--- src/rtl/core/isc_pkg.sv ---
// isc_pkg: shared types and codes for the interval stabbing counter.
// Used by isc_cell and interval_stabbing_counter_core. No dependencies.
package isc_pkg;

    localparam int unsigned MAX_INTERVALS_DEF = 64;
    localparam int unsigned TIME_WIDTH_DEF    = 32;
    localparam int unsigned FIELD_TIME_W      = 32;
    localparam int unsigned COUNT_FIELD_W     = 7;

    // kind field codes
    localparam logic [1:0] KIND_CLEAR = 2'd0;
    localparam logic [1:0] KIND_LOAD  = 2'd1;
    localparam logic [1:0] KIND_QUERY = 2'd2;

    // operation carried down the cell chain
    localparam logic [1:0] OP_NONE  = 2'd0;
    localparam logic [1:0] OP_LOAD  = 2'd1;
    localparam logic [1:0] OP_QUERY = 2'd2;

    typedef struct packed {
        logic       valid;
        logic [1:0] op;
        logic       status;
    } t_cell_ctl;

    typedef struct packed {
        logic [1:0]              kind;
        logic [FIELD_TIME_W-1:0] interval_start;
        logic [FIELD_TIME_W-1:0] interval_end;
        logic [FIELD_TIME_W-1:0] query_point;
    } t_in_word;

    typedef struct packed {
        logic [COUNT_FIELD_W-1:0] active_count;
        logic                     status;
    } t_out_word;

endpackage

--- src/rtl/core/isc_cell.sv ---
// isc_cell: one table slot of the stabbing counter chain. Holds one interval,
// stores it on a matching load, adds its hit to a passing query. Uses isc_pkg.
module isc_cell
    import isc_pkg::*;
#(
    parameter int unsigned IDX        = 0,
    parameter int unsigned TIME_WIDTH = TIME_WIDTH_DEF,
    parameter int unsigned CW         = 7
) (
    input  logic                  i_clk,
    input  logic                  i_rst_n,
    input  logic                  i_adv,
    input  t_cell_ctl             i_ctl,
    input  logic [CW-1:0]         i_lim,
    input  logic [TIME_WIDTH-1:0] i_a,
    input  logic [TIME_WIDTH-1:0] i_b,
    input  logic [CW-1:0]         i_cnt,
    output t_cell_ctl             o_ctl,
    output logic [CW-1:0]         o_lim,
    output logic [TIME_WIDTH-1:0] o_a,
    output logic [TIME_WIDTH-1:0] o_b,
    output logic [CW-1:0]         o_cnt
);

    logic [TIME_WIDTH-1:0] r_start, r_end;
    t_cell_ctl             r_ctl;
    logic [CW-1:0]         r_lim, r_cnt;
    logic [TIME_WIDTH-1:0] r_a, r_b;
    logic                  hit, wr;
    logic [CW-1:0]         n_cnt;

    // lim is entry count at issue: slot index for a load, bound for a query
    assign wr  = i_adv && i_ctl.valid && (i_ctl.op == OP_LOAD) && (i_lim == CW'(IDX));
    assign hit = i_ctl.valid && (i_ctl.op == OP_QUERY) && (i_lim > CW'(IDX)) &&
                 (r_start <= i_a) && (i_a <= r_end);
    assign n_cnt = i_cnt + CW'(hit);

    always_ff @(posedge i_clk) begin
        if (!i_rst_n) begin
            r_ctl <= '0;
        end else if (i_adv) begin
            r_ctl <= i_ctl;
        end
    end

    always_ff @(posedge i_clk) begin
        if (i_adv) begin
            r_lim <= i_lim;
            r_a   <= i_a;
            r_b   <= i_b;
            r_cnt <= n_cnt;
        end
        if (wr) begin
            r_start <= i_a;
            r_end   <= i_b;
        end
    end

    assign o_ctl = r_ctl;
    assign o_lim = r_lim;
    assign o_a   = r_a;
    assign o_b   = r_b;
    assign o_cnt = r_cnt;

endmodule

--- config.mk ---
export PLATFORM = sky130hd
export DESIGN_NAME = isc_cell
export DESIGN_NICKNAME = d
export VERILOG_FILES = /design/src/rtl/core/isc_pkg.sv /design/src/rtl/core/isc_cell.sv
export SDC_FILE = /design/constraint.sdc
export NUM_CORES = 1
export LEC_CHECK = 0
export BUFFER_PORTS_ARGS = -buffer_cell sky130_fd_sc_hd__buf_2
export CAP_MARGIN = 5
export CORE_UTILIZATION = 30
export CTS_CLUSTER_DIAMETER = 80
export DETAILED_ROUTE_END_ITERATION = 10
export GPL_TIMING_DRIVEN = 0
export SLEW_MARGIN = 20
export SYNTH_ARGS = -nofsm -noshare
export SYNTH_HDL_FRONTEND = slang
export SYNTH_SLANG_ARGS = --single-unit
--- constraint.sdc ---
create_clock -name i_clk -period 12.7 [get_ports i_clk]
set_clock_uncertainty 0.15 [all_clocks]
set_input_delay 2.54 -clock i_clk [delete_from_list [all_inputs] [get_ports i_clk]]
set_output_delay 2.54 -clock i_clk [all_outputs]
set_load 0.05 [all_outputs]
## After elaboration in Yosys (flattened, before gate mapping)

Index checks and enable logic that the tools add are counted.

| word-level totals | value |
|---|---|
| bits of input ports | 85 |
| memories | 0 |
| memory bits (writable) | 0 |
| latch bits | 0 |
| flip-flop bits (word level) | 146 |
| memory bits (read-only) | 0 |
| output and inout bits | 82 |
| logic and storage cells | 23 |

| operators by class | value |
|---|---|
| equal/unequal tests | 2 |
| divide/modulo/power cells | 0 |
| shift operators | 0 |
| mux-type cells | 0 |
| add/subtract/negate cells | 1 |
| bitwise operators | 0 |
| $lt $le $gt $ge | 3 |
| multiply operators | 0 |
| reduce and logical (&&, ||, !) cells | 8 |

Operators by type and width:

| operator | count |
|---|---|
| $le 32x32->1 | 2 |
| $add 7x1->7 | 1 |
| $gt 7x1->1 const B | 1 |
| $logic_and 1x1->1 | 7 |
| $logic_not 7->1 | 1 |
| $eq 2x1->1 const B | 1 |
| $eq 2x2->1 const B | 1 |

## Logic depth before layout (Yosys ltp)

Gate-level depths: netlist of the first run.

| depth | value |
|---|---|
| depth after elaboration | 6 |
| gate-level depth with buffers | 12 |
| mapped depth without buffers | 12 |

## Least setup slack after synthesis of the first run

No wires, ideal clock.

| timing | value |
|---|---|
| kind | input -> register |
| start | input i_lim[2] |
| end | register r_end[0] (enable) |
| required time | 11,904 ps |
| path slack | 2,881 ps |
| setup time | 646 ps |
| stages on the path | 3 |
| arrival | 9,023 ps |
| buffers on the path | 0 |
| path through | nor4_1 -> nand2_1 -> nor4_1 |

| between the ends | value |
|---|---|
| word-level cells in the longest chain between the ends | 2 |

Ends and longest elaborated chain:

| item | line | text |
|---|---|---|
| start: declaration | isc_cell.sv:14 | `input logic [CW-1:0] i_lim,` |
| $logic_not 7->1 | isc_cell.sv:33 | `assign wr = i_adv && i_ctl.valid && (i_ctl.op == OP_LOAD) && (i_lim == CW'(IDX));` |
| $logic_and 1x1->1 | isc_cell.sv:33 |  |
| named net wr | isc_cell.sv:29 | `logic hit, wr;` |
| end signal: assignment | isc_cell.sv:55 | `r_end <= i_b;` |
| end: declaration | isc_cell.sv:25 | `logic [TIME_WIDTH-1:0] r_start, r_end;` |

The timed path passes the listed nets, and every way through them passes these cells.
A chain may end at the register's enable or synchronous reset.

## Worst setup path in the final report of the first run

| timing | value |
|---|---|
| start | input i_a[29] |
| end | register r_cnt[6] (netlist: o_cnt[6]), data pin |

| between the ends | value |
|---|---|
| word-level cells in the longest chain between the ends | 4 |
| elaborated cells between the ends (all ways) | 5 |
| those cells by class | add/sub (1); order compare (2); reduce/logical (2) |

Ends and longest elaborated chain:

| item | line | text |
|---|---|---|
| start: declaration | isc_cell.sv:15 | `input logic [TIME_WIDTH-1:0] i_a,` |
| $le 32x32->1 | isc_cell.sv:35 | `(r_start <= i_a) && (i_a <= r_end);` |
| $logic_and 1x1->1 | isc_cell.sv:34 | `assign hit = i_ctl.valid && (i_ctl.op == OP_QUERY) && (i_lim > CW'(IDX)) &&` |
| $logic_and 1x1->1 (*) | isc_cell.sv:35 |  |
| $add 7x1->7 (*) | isc_cell.sv:36 | `assign n_cnt = i_cnt + CW'(hit);` |
| named net n_cnt[6] | isc_cell.sv:30 | `logic [CW-1:0] n_cnt;` |
| end signal: assignment | isc_cell.sv:51 | `r_cnt <= n_cnt;` |
| end: declaration | isc_cell.sv:27 | `logic [CW-1:0] r_lim, r_cnt;` |

The timed path passes the listed nets; every way through them passes the cells marked *.

==> results by group, run 1 <==
Final layout
  – Nets: 758
  – Proportion of layout cells with a drive suffix above 1: 35.0%
  – Final core utilization: 39.6%
  – Area Growth Syn to Fin: 29.0%
  – Design area: 0.00803 mm2
  – Most frequent cells in the layout: 173 x buf_2, 142 x edfxtp_1, 68 x inv_1
  – Number of antenna diodes: 0
  – Most common cell after layout, fill and taps aside: buf_2
  – FILL cells: 1943

Global route
  – Total GRT Usage: 12.6%
  – Gr ovfl total: 0
  – Pin count of the biggest net entering global routing: 45
  – Initial antenna violation count: 0
  – Number of global-route vias before repair: 4090
  – Global-route wire length before repair: 20700 um

Pwr
  – PD cells: 145 mW/mm2
  – Sw Share: 27.7%
  – Int Power: 841 uW
  – Share of total power in combinational logic: 12.5%
  – Leakage Power: 3.45 nW
  – Sequential Power Share: 47.8%
  – Final Power: 1.16 mW
  – Worst VDD drop: 0.0872 mV
  – Net Sw Power: 322 uW
  – Clk pwr share: 39.7%

Floorplan
  – Die Wd: 146 um
  – Chip height: 146 um
  – Io pins: 167
  – Row count: 52
  – Initial Utilization: 30.7%
  – Core area: 0.0203 mm2
  – Die Area: 0.0213 mm2

Timing
  – Final Critical Period: 5540 ps
  – Final-report setup violation count: 0
  – Unrepaired setup endpoints after global routing: false
  – Fraction of the cycle the final worst path needs: 43.6%
  – Fin worst setup slack: 7160 ps
  – Slew margin rel.: 65.5%
  – Final Hold Fails: 0
  – Worst hold slack: 335 ps
  – Max frequency: 181 MHz
  – Max-slew violations: 0
  – Slew @ Worst Pin: 517 ps

Detailed routing
  – First-pass detailed-route iteration total: 4
  – Vias per std cell: 4.41
  – Drc violations: 0
  – Antenna Nets Post-Route: 0
  – Routed WL per cell: 14.2 um
  – Routed vias: 3927
  – 1st-iter DRT viols: 119
  – Total Wirelength: 12700 um

Hold path
  – Worst Hold Class: flop to flop

Synth
  – Syn_nets: 561
  – Register area share after synthesis: 69.8%
  – Mapped Area: 0.00622 mm2
  – Synth Instances: 410
  – Post-synth cell types: 39
  – Yosys reg bits: 146
  – Synth warn: 0
  – Post-Syn Area per Cell: 15.2 um2

Clock tree
  – Worst-Skew Late Latency: 420 ps
  – Cts repair resizes: 0
  – Clock sink total: 146
  – H-tree levels: 4
  – CTS Root Cell: clkbuf_16
  – Hold-fix buffers, CTS: 0
  – Worst-path clk slew: 60 ps
  – CTS tree: yes
  – Post-CTS Setup Bufs: 0
  – CTS buffer count: 17
  – Clk buf depth: 2

Worst setup path
  – Setup crit start kind: input pin
  – CP bufs+invs: 2
  – Worst path most repeated cell: ha_1
  – CP endpoint kind: flop
  – WP data required: 12710 ps
  – CP Data Arrival Time: 5550 ps
  – Critical path's top delay family: simple AND/OR/NAND/NOR gates
  – Crit-path max cell delay: 530 ps
  – Critical path class: input pin to flop
  – CP cell instances: buf_2 -> inv_1 -> ha_1 -> nand4_1 -> nor4_1 -> nor4b_2 -> a21oi_1 -> nor4_2 -> ha_1 -> ha_1 -> and3_1 -> nand3_1 -> xnor2_1
  – Slowest CP cell: nor4_1
  – Critical Path Fanout Max: 5

Placement
  – Port bufs: 166
  – Detailed-placement wirelength estimate: 9770 um
  – Routability cong.: 0.811
  – Area after DPL: 0.00748 mm2
  – Dpl ws: 6560 ps

Flow run
  – Max-cap violations: 0

Run status
  – Status: finished, final reports clean
-- sequential cells by signal (all words and copies together) (netlist names) --
| register | cells |
|---|---|
| o_cnt | 7 |
| o_b | 32 |
| o_lim | 7 |
| r_start | 32 |
| o_a | 32 |
| r_end | 32 |
| o_ctl | 4 |
-- cell type report --
class                   count  area (um2)  area share (%)
flip-flops and latches    146        4340            54.1
multi-input cells         195        1630            20.3
repair buffers            178         916            11.4
clock buffers              17         425            5.30
well taps                 270         338            4.21
inverters                  68         255            3.18
clock inverters            15         121            1.51
plain buffers               1        3.75          0.0467
-- synth_stat cells --
cell       count  area [um2]
dfxtp_1        4        80.1
xnor2_1        3        26.3
nor4b_2        1        15.0
nand2_1       14        52.6
a221oi_1       1        8.76
a22oi_1        1        7.51
or3_1          1        6.26
a21oi_1       26         130
a2bb2oi_1      1        8.76
mux2i_1        3        30.0
edfxtp_1     142        4260
a2111oi_0      1        8.76
nor2_1         7        26.3
nand4_4        1        21.3
a21boi_0       1        7.51
and3_1         2        12.5
clkbuf_1       1        3.75
o211ai_1       3        22.5
xor2_1         2        17.5
o21ai_0       11        55.1
or3_4          1        11.3
a31oi_1        3        18.8
inv_1         68         255
a21o_1         1        7.51
a211oi_1       3        22.5
a2111o_1       1        11.3
nor2b_1        6        37.5
nand3_1        6        30.0
o21a_1         1        7.51
or4_1          2        15.0
nor4_2         1        12.5
ha_1          66         826
nor3_1         2        10.0
o31ai_1        1        7.51
nand4_2        1        12.5
a211o_2        1        10.0
nand4_1       14        87.6
nand2b_1       3        18.8
nor4_1         3        18.8
-- per-layer routing --
| metal | track usage, % | part of all wire [%] | vias up | routed length, um |
|---|---|---|---|---|
| met1 | 15.1 | 45 | 1876 | 5740 |
| met4 | 5.00 | 1.5 | 0 | 191 |
| met2 | 21.5 | 48 | 109 | 6120 |
| met5 | 0 | 0 | - | 0 |
| li1 | - | - | 1929 | - |
| met3 | 3.59 | 5.0 | 13 | 628 |
-- power by group through the flow --
| stage | Clock, mW | Combinational [mW] | Sequential [mW] |
|---|---|---|---|
| final | 0.462 | 0.145 | 0.556 |
| after global routing | 0.495 | 0.154 | 0.558 |
| after CTS | 0.478 | 0.147 | 0.556 |
| after detailed placement | 0 | 0.146 | 0.566 |
| after global placement | 0 | 0.143 | 0.566 |
| after floorplan | 0 | 0.0214 | 0.640 |
-- worst paths after layout --
path / depth (start not counted) / endpoint / slack (ps) / from
worst min register to register: 2 / o_ctl[1] / 340 / o_ctl[1]
worst max-delay path: 13 / o_cnt[6] / 7160 / i_a[29]
worst min-delay path: 2 / o_ctl[1] / 340 / o_ctl[1]
worst max register to register: 11 / o_cnt[6] / 9090 / r_start[29]
-- logic make-up after synthesis --
| logic type | share of synthesized area, % |
|---|---|
| compound gates | 5.37 |
| xor+xnor | 0.704 |
| fa+ha+maj | 13.3 |
| buf+inv | 4.16 |
| flops | 69.8 |
| mux | 0.482 |
| simple gates | 6.23 |
-- worst reg2reg max path: stages (launching register included) --
cell and delay (ps):
edfxtp_1 370, ha_1 300, nand4_1 240, nor4_1 530, nor4b_2 330, a21oi_1 110
nor4_2 420, ha_1 270, ha_1 200, and3_1 200, nand3_1 100, xnor2_1 140
-- metrics by stage --
step / cells / TNS [ps]
6_report: 890 / 0
5_1_grt: 890 / 0
3_3_place_gp: 846 / -112000
2_1_floorplan: 410 / 0
4_1_cts: 890 / 0
3_5_place_dp: 858 / 0
(Power assumes the default switching activity.)
==> run 2: changes to the inputs <==
- ABC_AREA: default -> 1
- clock period: 12.7 -> 4.7 ns (I/O delays scaled with it)
==> run 2 against run 1 <==
Compared with the run above: clock power rose to 2.8 times the previous value; first-iteration DRC count rose by 13%; critical path depth rose by 4; non-clock buffer count fell by 6; count of clock-buffer cells in the layout rose by 1; global-route usage fell by 1.2 points; sequential power rose to 2.7 times the previous value; register-to-register slack got worse by 7100 ps; routed wire length fell by 6.6%; critical endpoint unchanged; design area rose by 0.90%; combinational power rose to 2.7 times the previous value.
==> results by group, run 2 <==
Final layout
  – Area Growth Syn to Fin: 29.1% (was 29.0%)
  – Register area: 0.00434 mm2 (unchanged)
  – Area of the multi-input gates: 0.00163 mm2 (about the same)
  – Final core utilization: 39.8% (was 39.6%)
  – Most frequent cells in the layout: 165 x buf_2, 142 x edfxtp_1, 84 x inv_1 (was 173 x buf_2, 142 x edfxtp_1, 68 x inv_1)
  – FILL cells: 1927 (was 1943)
  – Most common cell after layout, fill and taps aside: buf_2 (unchanged)
  – Nets: 805 (was 758)
  – Proportion of layout cells with a drive suffix above 1: 31.9% (was 35.0%)

Synth
  – Area share of the largest cell type after synthesis: 67.9% (was 68.5%)
  – Syn_nets: 613 (was 561)
  – Top-count cell post-synth: edfxtp_1 (unchanged)
  – Synth top area cells: edfxtp_1 68%, ha_1 13%, inv_1 5.0% (was edfxtp_1 69%, ha_1 13%, inv_1 4.1%)
  – Yosys reg bits: 146 (unchanged)
  – Synth warn: 0 (unchanged)
  – Register area share after synthesis: 69.2% (was 69.8%)
  – EDFF count, synth: 142 (unchanged)
  – Mapped Area: 0.00628 mm2 (was 0.00622 mm2)
  – Post-Syn Area per Cell: 13.6 um2 (was 15.2 um2)
  – Post-synth cell types: 22 (was 39)
  – Synth top cells by count: 142 x edfxtp_1, 84 x inv_1, 72 x nand2_1 (was 142 x edfxtp_1, 68 x inv_1, 66 x ha_1)
  – Ys async rst share: 0% (unchanged)
  – Synth area leader: edfxtp_1 (unchanged)
  – Synth Instances: 462 (was 410)
  – Top_reg_cell synth: edfxtp_1 (unchanged)

Pwr
  – Leakage Power: 3.64 nW (was 3.45 nW)
  – Final Power: 3.18 mW (was 1.16 mW)
  – PD cells: 393 mW/mm2 (was 145 mW/mm2)
  – Worst VDD drop: 0.220 mV (was 0.0872 mV)

Floorplan
  – Core area: 0.0204 mm2 (was 0.0203 mm2)
  – Initial Utilization: 30.8% (was 30.7%)
  – Row count: 52 (unchanged)
  – Chip height: 147 um (was 146 um)
  – Die Wd: 147 um (was 146 um)
  – Io pins: 167 (unchanged)
  – Die Area: 0.0215 mm2 (was 0.0213 mm2)

Flow run
  – Max-cap violations: 0 (unchanged)

Hold path
  – Hold depth: 2 (unchanged)
  – Worst Hold Class: flop to flop (unchanged)
  – Hold Crit Endpoint: o_ctl[3] (was o_ctl[1])
  – Hold_sp: o_ctl[3] (was o_ctl[1])

Worst setup path
  – Setup crit start kind: input pin (unchanged)
  – Worst r2r src: r_start[23] (was r_start[29])
  – CP Data Arrival Time: 3070 ps (was 5550 ps)
  – WP data required: 4710 ps (was 12710 ps)
  – Critical path class: input pin to flop (unchanged)
  – Critical Path Fanout Max: 4 (was 5)
  – CP endpoint kind: flop (unchanged)
  – Worst reg2reg path depth: 14 (was 11)
  – Reg2reg end: o_cnt[6] (unchanged)
  – R2r setup slk: 1960 ps (was 9090 ps)

Global route
  – Global-route wire length before repair: 18600 um (was 20700 um)
  – Number of global-route vias before repair: 3763 (was 4090)
  – Gr ovfl total: 0 (unchanged)
  – Pin count of the biggest net entering global routing: 52 (was 45)
  – Total GRT Usage: 11.4% (was 12.6%)
  – Initial antenna violation count: 1 (was 0)

Clock tree
  – Hold-fix buffers, CTS: 0 (unchanged)
  – Clock sink total: 146 (unchanged)
  – CTS tree: yes (unchanged)
  – CTS buffer count: 17 (unchanged)
  – CTS Root Cell: clkbuf_16 (unchanged)
  – Worst-path clk slew: 60 ps (about the same)
  – Post-CTS Setup Bufs: 0 (unchanged)
  – Worst-Skew Late Latency: 420 ps (about the same)
  – Cts repair resizes: 0 (unchanged)
  – H-tree levels: 4 (unchanged)
  – Clk buf depth: 2 (unchanged)

Timing
  – Slew @ Worst Pin: 712 ps (was 517 ps)
  – Max-slew violations: 0 (unchanged)
  – TNS Setup: 0 ps (unchanged)
  – Max frequency: 327 MHz
  – Final Hold Fails: 0 (unchanged)
  – Fraction of the cycle the final worst path needs: 65.1%
  – Unrepaired setup endpoints after global routing: false (unchanged)
  – Fin worst setup slack: 1640 ps (was 7160 ps)
  – Final Critical Period: 3060 ps
  – Slew margin rel.: 52.5% (was 65.5%)
  – Final-report setup violation count: 0 (unchanged)

Detailed routing
  – Routed vias: 3921 (was 3927)
  – 1st-iter DRT viols: 134 (was 119)
  – Total Wirelength: 11800 um (was 12700 um)
  – Antenna Nets Post-Route: 0 (unchanged)
  – Drc violations: 0 (unchanged)
  – Vias per std cell: 4.18 (was 4.41)
  – Routed WL per cell: 12.6 um (was 14.2 um)
  – First-pass detailed-route iteration total: 4 (unchanged)

Placement
  – Dpl ws: 1090 ps (was 6560 ps)
  – Routability cong.: 0.716 (was 0.811)
  – Port bufs: 166 (unchanged)
  – Detailed-placement wirelength estimate: 8910 um (was 9770 um)

Run status
  – Status: finished, final reports clean (unchanged)
run 2: metal layers:
| layer | global-route usage (%) | wire (um) | up-vias |
|---|---|---|---|
| met5 | 0 | 0 | - |
| met1 | 14.7 | 5400 | 1784 |
| met2 | 17.6 | 5420 | 131 |
| met3 | 4.13 | 888 | 15 |
| li1 | - | - | 1991 |
| met4 | 3.91 | 145 | 0 |
run 2: worst max-delay path, cell delays in order:
cell	delay [ps]
buf_2	120
inv_1	50
ha_1	300
a21oi_1	130
o21ai_0	100
a21oi_1	230
nand2_1	90
nand2_1	60
nand2_1	40
nand2_1	50
nand2_1	40
nor2_1	180
ha_1	210
ha_1	190
nand3_1	120
nor2_1	130
xor2_1	80
run 2: worst max path at each step:
stage                         from   endpoint  slack [ps]
after floorplan           i_lim[3]   r_end[0]         660
after global placement       i_adv  r_end[10]       -1940
after detailed placement   i_a[19]   o_cnt[6]        1090
after CTS                  i_a[19]   o_cnt[6]        1550
after global routing       i_a[19]   o_cnt[6]        1300
final                      i_a[13]   o_cnt[6]        1640
run 2: layout make-up:
type                            instances  share of cell area (%)
Clock inverter                         14                    1.65
Antenna cell                            1                  0.0309
Inverter                               84                    3.89
Timing Repair Buffer                  173                    11.2
Clock buffer                           18                    5.30
Tap cell                              270                    4.17
Multi-Input combinational cell        232                    20.1
Sequential cell                       146                    53.6
run 2: logic make-up after synthesis:
group                      Yosys count  synth area share, %
DFF                                146                 69.2
and+or+nand+nor                    115                 7.97
buffers and inverters               84                 5.02
adders and majority gates           66                 13.2
AOI/OAI and AO/OA                   46                 3.93
xor gates and xnor gates             5                0.698
run 2: where the power goes:
group,switching [mW],internal [mW],total (mW)
Clock,0.553,0.734,1.29
Sequential,0.0123,1.49,1.50
Combinational,0.299,0.0938,0.393
Total,0.864,2.32,3.18
run 2: per-stage QoR:
step / cell area (um2) / instances / hold slack [ps]
2_1_floorplan: 6290 / 462 / 527
3_3_place_gp: 7460 / 898 / 299
3_5_place_dp: 7540 / 905 / 304
4_1_cts: 8100 / 937 / 315
5_1_grt: 8100 / 937 / 329
6_report: 8100 / 938 / 311
